$ cat src/rtl/core/mexp_pkg.sv
// ----------------------------------------------------------------------------
// Modular exponentiation package
// Shared widths, configuration register indexes and the core status type.
// ----------------------------------------------------------------------------
`default_nettype none

package mexp_pkg;

    localparam int MOD_WIDTH_DEF = 16;
    localparam int DATA_W        = 16;
    localparam int EXP_W         = 16;
    localparam int CFG_IDX_W     = 2;

    typedef enum logic [CFG_IDX_W-1:0] {
        CFG_MODULUS     = 2'd0,
        CFG_PUBLIC_EXP  = 2'd1,
        CFG_PRIVATE_EXP = 2'd2
    } t_cfg_idx;

    typedef struct packed {
        logic busy;
        logic done;
    } t_core_status;

endpackage

`default_nettype wire

$ cat src/rtl/core/modular_exponentiation.sv
// ----------------------------------------------------------------------------
// Modular exponentiation
// Raises a value to the public or private exponent modulo a configured
// modulus, one request at a time, with a registered result stage.
// ----------------------------------------------------------------------------
//  Channel   Direction  Carries
//  s_axis    in         tdata: value; tuser: mode (1 selects private exponent)
//  m_axis    out        tdata: result
//  i_cfg     in         register writes: modulus, public and private exponent
//
//  A request reduces the value, then squares once for each exponent bit up to
//  the highest set bit and multiplies once for each set bit; each modular
//  product is formed bit-serially through the shared double-and-add unit.
//  A zero exponent or zero modulus goes straight from idle to the finish state.
//  Reset sets the modulus to 2 and both exponents to 1; there is no sweep.
//  A new request is taken while the previous result still waits downstream.
// ----------------------------------------------------------------------------
`default_nettype none

module modular_exponentiation
    import mexp_pkg::*;
#(
    parameter int MOD_WIDTH = MOD_WIDTH_DEF
) (
    input  wire logic                 i_clk,
    input  wire logic                 i_rst_n,
    input  wire logic                 s_axis_tvalid,
    output logic                      s_axis_tready,
    input  wire logic [DATA_W-1:0]    s_axis_tdata,  // [15:0] value
    input  wire logic                 s_axis_tuser,  // [0] mode
    output logic                      m_axis_tvalid,
    input  wire logic                 m_axis_tready,
    output logic      [DATA_W-1:0]    m_axis_tdata,  // [15:0] result
    input  wire logic                 i_cfg_we,
    input  wire logic [CFG_IDX_W-1:0] i_cfg_idx,
    input  wire logic [DATA_W-1:0]    i_cfg_data
);

    logic [MOD_WIDTH-1:0] r_modulus;
    logic [EXP_W-1:0]     r_pub_exp;
    logic [EXP_W-1:0]     r_priv_exp;
    logic                 r_out_valid;
    logic [DATA_W-1:0]    r_out_data;

    t_core_status         status;
    logic [DATA_W-1:0]    core_result;
    logic                 start;
    logic                 hold;
    logic [EXP_W-1:0]     sel_exp;

    always_ff @(posedge i_clk) begin
        if (!i_rst_n) begin
            r_modulus  <= MOD_WIDTH'(2);
            r_pub_exp  <= EXP_W'(1);
            r_priv_exp <= EXP_W'(1);
        end else if (i_cfg_we) begin
            case (i_cfg_idx)
                CFG_MODULUS:     r_modulus  <= MOD_WIDTH'(i_cfg_data);
                CFG_PUBLIC_EXP:  r_pub_exp  <= i_cfg_data;
                CFG_PRIVATE_EXP: r_priv_exp <= i_cfg_data;
                default: begin
                end
            endcase
        end
    end

    assign s_axis_tready = !status.busy;
    assign start         = s_axis_tvalid && s_axis_tready;
    assign sel_exp       = s_axis_tuser ? r_priv_exp : r_pub_exp;
    assign hold          = r_out_valid && !m_axis_tready;

    mexp_core #(
        .MOD_WIDTH(MOD_WIDTH)
    ) u_core (
        .i_clk    (i_clk),
        .i_rst_n  (i_rst_n),
        .i_start  (start),
        .i_value  (s_axis_tdata),
        .i_exp    (sel_exp),
        .i_modulus(r_modulus),
        .i_hold   (hold),
        .o_status (status),
        .o_result (core_result)
    );

    always_ff @(posedge i_clk) begin
        if (!i_rst_n) begin
            r_out_valid <= 1'b0;
        end else if (status.done) begin
            r_out_valid <= 1'b1;
        end else if (m_axis_tready) begin
            r_out_valid <= 1'b0;
        end
        if (status.done) begin
            r_out_data <= core_result;
        end
    end

    assign m_axis_tvalid = r_out_valid;
    assign m_axis_tdata  = r_out_data;

endmodule

`default_nettype wire

$ cat src/rtl/core/mexp_modunit.sv
// ----------------------------------------------------------------------------
// Modular double-and-add unit
// Computes (2 * acc + addend) mod modulus for acc and addend below the
// modulus; the single arithmetic unit shared by every step of the core.
// ----------------------------------------------------------------------------
`default_nettype none

module mexp_modunit
    import mexp_pkg::*;
#(
    parameter int MOD_WIDTH = MOD_WIDTH_DEF
) (
    input  wire logic [MOD_WIDTH-1:0] i_acc,
    input  wire logic [MOD_WIDTH-1:0] i_addend,
    input  wire logic [MOD_WIDTH-1:0] i_modulus,
    output logic      [MOD_WIDTH-1:0] o_sum
);

    logic [MOD_WIDTH:0] dbl;
    logic [MOD_WIDTH:0] dbl_red;
    logic [MOD_WIDTH:0] sum;
    logic [MOD_WIDTH:0] modx;

    always_comb begin
        modx    = {1'b0, i_modulus};
        dbl     = {i_acc, 1'b0};
        dbl_red = (dbl >= modx) ? (dbl - modx) : dbl;
        sum     = {1'b0, dbl_red[MOD_WIDTH-1:0]} + {1'b0, i_addend};
        sum     = (sum >= modx) ? (sum - modx) : sum;
        o_sum   = sum[MOD_WIDTH-1:0];
    end

endmodule

`default_nettype wire

$ cat src/rtl/core/mexp_core.sv
// ----------------------------------------------------------------------------
// Modular exponentiation sequencer
// Reduces the value, then runs right-to-left square-and-multiply, each
// modular product formed bit-serially through the shared double-and-add unit.
// ----------------------------------------------------------------------------
`default_nettype none

module mexp_core
    import mexp_pkg::*;
#(
    parameter int MOD_WIDTH = MOD_WIDTH_DEF
) (
    input  wire logic                 i_clk,
    input  wire logic                 i_rst_n,
    input  wire logic                 i_start,
    input  wire logic [DATA_W-1:0]    i_value,
    input  wire logic [EXP_W-1:0]     i_exp,
    input  wire logic [MOD_WIDTH-1:0] i_modulus,
    input  wire logic                 i_hold,
    output t_core_status              o_status,
    output logic      [DATA_W-1:0]    o_result
);

    localparam int SW = (MOD_WIDTH > DATA_W) ? MOD_WIDTH : DATA_W;
    localparam int CW = $clog2(SW + 1);

    typedef enum logic [4:0] {
        ST_IDLE     = 5'b00001,
        ST_REDUCE   = 5'b00010,
        ST_MUL_ACC  = 5'b00100,
        ST_MUL_BASE = 5'b01000,
        ST_FINISH   = 5'b10000
    } t_state;

    t_state               r_state, n_state;
    logic [MOD_WIDTH-1:0] r_base, n_base;
    logic [MOD_WIDTH-1:0] r_acc, n_acc;
    logic [MOD_WIDTH-1:0] r_prod, n_prod;
    logic [SW-1:0]        r_shift, n_shift;
    logic [CW-1:0]        r_cnt, n_cnt;
    logic [EXP_W-1:0]     r_exp, n_exp;

    logic [MOD_WIDTH-1:0] addend;
    logic [MOD_WIDTH-1:0] unit_sum;
    logic                 last_bit;

    mexp_modunit #(
        .MOD_WIDTH(MOD_WIDTH)
    ) u_unit (
        .i_acc    (r_prod),
        .i_addend (addend),
        .i_modulus(i_modulus),
        .o_sum    (unit_sum)
    );

    assign last_bit = (r_cnt == CW'(1));

    always_comb begin
        if (r_state == ST_REDUCE) begin
            addend = MOD_WIDTH'(r_shift[SW-1]);
        end else begin
            addend = r_shift[SW-1] ? r_base : '0;
        end
    end

    always_comb begin
        n_state = r_state;
        n_base  = r_base;
        n_acc   = r_acc;
        n_prod  = r_prod;
        n_shift = r_shift;
        n_cnt   = r_cnt;
        n_exp   = r_exp;
        case (r_state)
            ST_IDLE: begin
                if (i_start) begin
                    n_exp   = i_exp;
                    n_shift = SW'(i_value);
                    n_prod  = '0;
                    n_cnt   = CW'(SW);
                    if (i_exp == '0) begin
                        n_acc   = MOD_WIDTH'(1);
                        n_state = ST_FINISH;
                    end else if (i_modulus == '0) begin
                        n_acc   = '0;
                        n_state = ST_FINISH;
                    end else begin
                        n_acc   = (i_modulus == MOD_WIDTH'(1)) ? '0 : MOD_WIDTH'(1);
                        n_state = ST_REDUCE;
                    end
                end
            end
            ST_REDUCE, ST_MUL_ACC, ST_MUL_BASE: begin
                n_prod  = unit_sum;
                n_shift = {r_shift[SW-2:0], 1'b0};
                n_cnt   = r_cnt - CW'(1);
                if (last_bit) begin
                    n_prod = '0;
                    n_cnt  = CW'(SW);
                    if (r_state == ST_REDUCE) begin
                        n_base = unit_sum;
                        if (r_exp[0]) begin
                            n_shift = SW'(r_acc);
                            n_state = ST_MUL_ACC;
                        end else begin
                            n_shift = SW'(unit_sum);
                            n_state = ST_MUL_BASE;
                        end
                    end else if (r_state == ST_MUL_ACC) begin
                        n_acc   = unit_sum;
                        n_shift = SW'(r_base);
                        n_state = ST_MUL_BASE;
                    end else begin
                        n_base = unit_sum;
                        n_exp  = r_exp >> 1;
                        if (r_exp[EXP_W-1:1] == '0) begin
                            n_state = ST_FINISH;
                        end else if (r_exp[1]) begin
                            n_shift = SW'(r_acc);
                            n_state = ST_MUL_ACC;
                        end else begin
                            n_shift = SW'(unit_sum);
                            n_state = ST_MUL_BASE;
                        end
                    end
                end
            end
            ST_FINISH: begin
                if (!i_hold) begin
                    n_state = ST_IDLE;
                end
            end
            default: begin
                n_state = ST_IDLE;
            end
        endcase
    end

    always_ff @(posedge i_clk) begin
        if (!i_rst_n) begin
            r_state <= ST_IDLE;
        end else begin
            r_state <= n_state;
        end
        r_base  <= n_base;
        r_acc   <= n_acc;
        r_prod  <= n_prod;
        r_shift <= n_shift;
        r_cnt   <= n_cnt;
        r_exp   <= n_exp;
    end

    assign o_status.busy = (r_state != ST_IDLE);
    assign o_status.done = (r_state == ST_FINISH) && !i_hold;
    assign o_result      = DATA_W'(r_acc);

endmodule

`default_nettype wire

$ cat config.mk
export PLATFORM = sky130hd
export DESIGN_NAME = modular_exponentiation
export DESIGN_NICKNAME = d
export VERILOG_FILES = /design/src/rtl/core/mexp_pkg.sv /design/src/rtl/core/modular_exponentiation.sv /design/src/rtl/core/mexp_modunit.sv /design/src/rtl/core/mexp_core.sv
export SDC_FILE = /design/constraint.sdc
export NUM_CORES = 1
export LEC_CHECK = 0
export BUFFER_PORTS_ARGS = -buffer_cell sky130_fd_sc_hd__buf_2
export CAP_MARGIN = 5
export CORE_MARGIN = 5
export CORE_UTILIZATION = 55
export DETAILED_ROUTE_END_ITERATION = 8
export PLACE_DENSITY_LB_ADDON = 0.3
export SETUP_SLACK_MARGIN = 0.1
export SYNTH_ARGS = -nofsm -noshare
export SYNTH_HDL_FRONTEND = slang
export SYNTH_HIERARCHICAL = 1
export SYNTH_SLANG_ARGS = --single-unit
$ cat constraint.sdc
create_clock -name i_clk -period 10.5 [get_ports i_clk]
set_input_delay 2.1 -clock i_clk [delete_from_list [all_inputs] [get_ports i_clk]]
set_output_delay 2.1 -clock i_clk [all_outputs]
set_load 0.005 [all_outputs]
==> results.toml <==
[timing]
min_period_ns = 7.78
clock_skew_ns = 0.0138
finalMaxSlewViolations = 0
fmax_mhz = 129
rsz0062_at_grt = "no"
setup_viol_count_final = 0
worstMarginPinSlew_ns = 1.14
slew_headroom_pct = 24.0
tns_ns = 0
finalCritPeriodShare_pct = 74.1
hold_viol_final = 0

[logic_synthesis]
ys_warn_count = 6
synth_seq_cells = 155
synth.avg_cell_area_um2 = 10.3
async_reset_ff_share_pct = 0
seq_area_frac_synth_pct = 41.4
synth_cell_types = 83
syn_inst = 970
synth_ff_type = "edfxtp_1"
synthesis.area_um2 = 9950
synth_edf_count = 101
syn_nets = 1064

[detailed_routing]
highest_layer = "met4"
via_count = 7723
viasPerCell = 6.17
met3_length_um = 1500
routed-wl-met2_um = 11900
ant_nets = 0
drt_iter0_markers = 627
firstDrtPassIters = 5
post-route-drc-count = 0
routedWlPerCell_um = 19.9
wl_met1_um = 10600
wl_um = 24900

[worst_setup_path]
required_ns = 10.68
start_kind = "flip-flop"
cp_max_fo = 16
rr_endpoint = "u_core/r_shift[5]"
r2r_setup_slack_ns = 2.72
critPathKind = "reg2reg"
worst_setup_path_end_kind = "flip-flop"
r2r-start = "r_modulus[1]"
cp.arrival_ns = 7.96
rr_worst_depth = 27

[grt]
grt_pass1_vias = 7527
grt_pass1_wl_um = 39200
grt_max_degree = 72
overflow = 0
track_usage_pct = 24.3
antenna_found_initial = 0

[cts]
cts_hold_buf = 0
htreeDepth = 4
clock_tree.root_cell = "clkbuf_16"
cts_tree = "yes"
postCtsResizedCells = 0
cts_setup_buffers = 0
cts_buffer_depth = 2
numClockSinks = 155
clk_latency_ns = 0.44
cts_made_buffers = 17
clkTransAtPathRegs_ns = 0.07

[floorplanning]
num_io_pins = 58
initial_utilization_pct = 55.6
die_w_um = 144
die_y_um = 144
row_count = 49
core_um2 = 17900
die-area_um2 = 20900

[layout]
fill_cells = 1462
fin_nets = 1103
drive_gt1_share_pct = 18.5
final_cell_mix = "nand2_1 (134), edfxtp_1 (101), mux2_2 (60)"
layout_commonest_cell = "nand2_1"
antenna_cells = 0
syn2layout_area_growth_pct = 10.0

[place]
gp_congestion = 0.925
hpwlAfterDp_um = 17800
portBuffers = 57

[hold_path]
min_path_cells = 2
hold_start = "r_pub_exp[5]"
hp-class = "reg2reg"
holdPathEnd = "r_pub_exp[5]"

[run]
cap_violations = 0

[outcome]
outcome = "finished, final reports clean"
[worst max path at each step]
stage | startpoint | to | cells past startpoint
global placement | r_modulus[1] | u_core/r_shift[11] | 27
floorplan | r_modulus[6] | u_core/r_shift[10] | 30
finish | r_modulus[1] | u_core/r_shift[5] | 27
CTS | r_modulus[1] | u_core/r_shift[4] | 27
global route | r_modulus[1] | u_core/r_shift[10] | 27
detailed placement | r_modulus[1] | u_core/r_shift[4] | 27
[kinds of logic after synthesis]
family                   after synthesis  share of synthesized area, %
buffers and inverters                 79                          3.71
AO/OA/AOI/OAI                        182                          13.3
flip-flops                           155                          41.4
XOR/XNOR                              36                          3.17
adder cells (fa/ha/maj)               54                          7.02
AND/OR/NAND/NOR                      339                          17.6
multiplexers                         125                          13.8
[registers in the layout (all words and copies together), names as in the netlist, 16 cells and up]
| register | cells |
|---|---|
| m_axis_tdata | 16 |
| r_modulus | 16 |
| r_priv_exp | 16 |
| r_pub_exp | 16 |
| u_core/o_result | 16 |
| u_core/r_base | 16 |
| u_core/r_exp | 16 |
| u_core/r_prod | 16 |
| u_core/r_shift | 16 |
[per-stage QoR]
stage | hold WS (ns) | worst slack, ns | instance area, um2 | util [%] | std cells
final | 0.456 | 2.72 | 10900 | 61.1 | 1251
after global routing | 0.479 | 2.21 | 10900 | 61.1 | 1251
after CTS | 0.458 | 2.83 | 10900 | 61.1 | 1251
after detailed placement | 0.444 | 2.87 | 10300 | 57.8 | 1219
after global placement | 0.440 | 2.97 | 10300 | 57.8 | 1219
after floorplan | 0.432 | 4.08 | 9950 | - | 970
[synthesized netlist by cell type (13+ instances only)]
library cell / n / share of area (%)
a221o_1: 15 / 1.5
ha_1: 51 / 6.4
dfxtp_1: 54 / 11
xnor2_1: 22 / 1.9
mux2_2: 60 / 6.8
a21oi_1: 39 / 2.0
o21a_1: 13 / 0.98
nor2_1: 45 / 1.7
nor2b_1: 18 / 1.1
xor2_1: 14 / 1.2
and2_1: 35 / 2.2
clkbuf_1: 14 / 0.53
mux2i_1: 52 / 5.2
a22oi_1: 15 / 1.1
buf_2: 19 / 0.96
inv_1: 36 / 1.4
o21ai_0: 27 / 1.4
nand2_1: 134 / 5.1
edfxtp_1: 101 / 30
and3_1: 24 / 1.5
nand3_1: 27 / 1.4
a21o_1: 19 / 1.4
[routing by layer]
layer | global-route usage [%] | up-vias
li1 | - | 3642
met1 | 31.9 | 3699
met2 | 39.1 | 308
met3 | 4.40 | 74
met4 | 11.5 | 0
met5 | 0 | -
[cell type report]
class                   instances  area, um2  area share [%]
clock buffers                  19        475            4.34
flip-flops and latches        155       4110            37.6
clock inverters                13        121            1.11
repair buffers                 63        330            3.02
inverters                      36        135            1.23
well taps                     229        287            2.62
multi-input cells             736       5480            50.1
[critical path, cell delays in order, from the launching register on]
cell and delay (ns):
dfxtp_1 0.35, inv_1 0.12, ha_1 0.33, nor2b_1 0.14
o21a_1 0.13, o21ai_0 0.11, a21oi_1 0.37, a21oi_1 0.20
a31oi_2 0.87, mux2_2 0.43, ha_1 0.27, a21oi_1 0.25
o211ai_1 0.13, a31oi_1 0.41, o2111a_1 0.29, o21bai_1 0.10
xor2_1 0.29, ha_1 0.36, nand3_1 0.21, nor2_1 0.07
and3_1 0.21, a211oi_4 0.28, o211ai_4 0.32, mux2_2 0.43
mux2_2 0.29, a22oi_1 0.16, a21oi_1 0.09, a221o_1 0.28
Power is left out: the tool's default activity adds up to more than one toggle a clock period on the data nets, which glitch-free logic cannot reach.
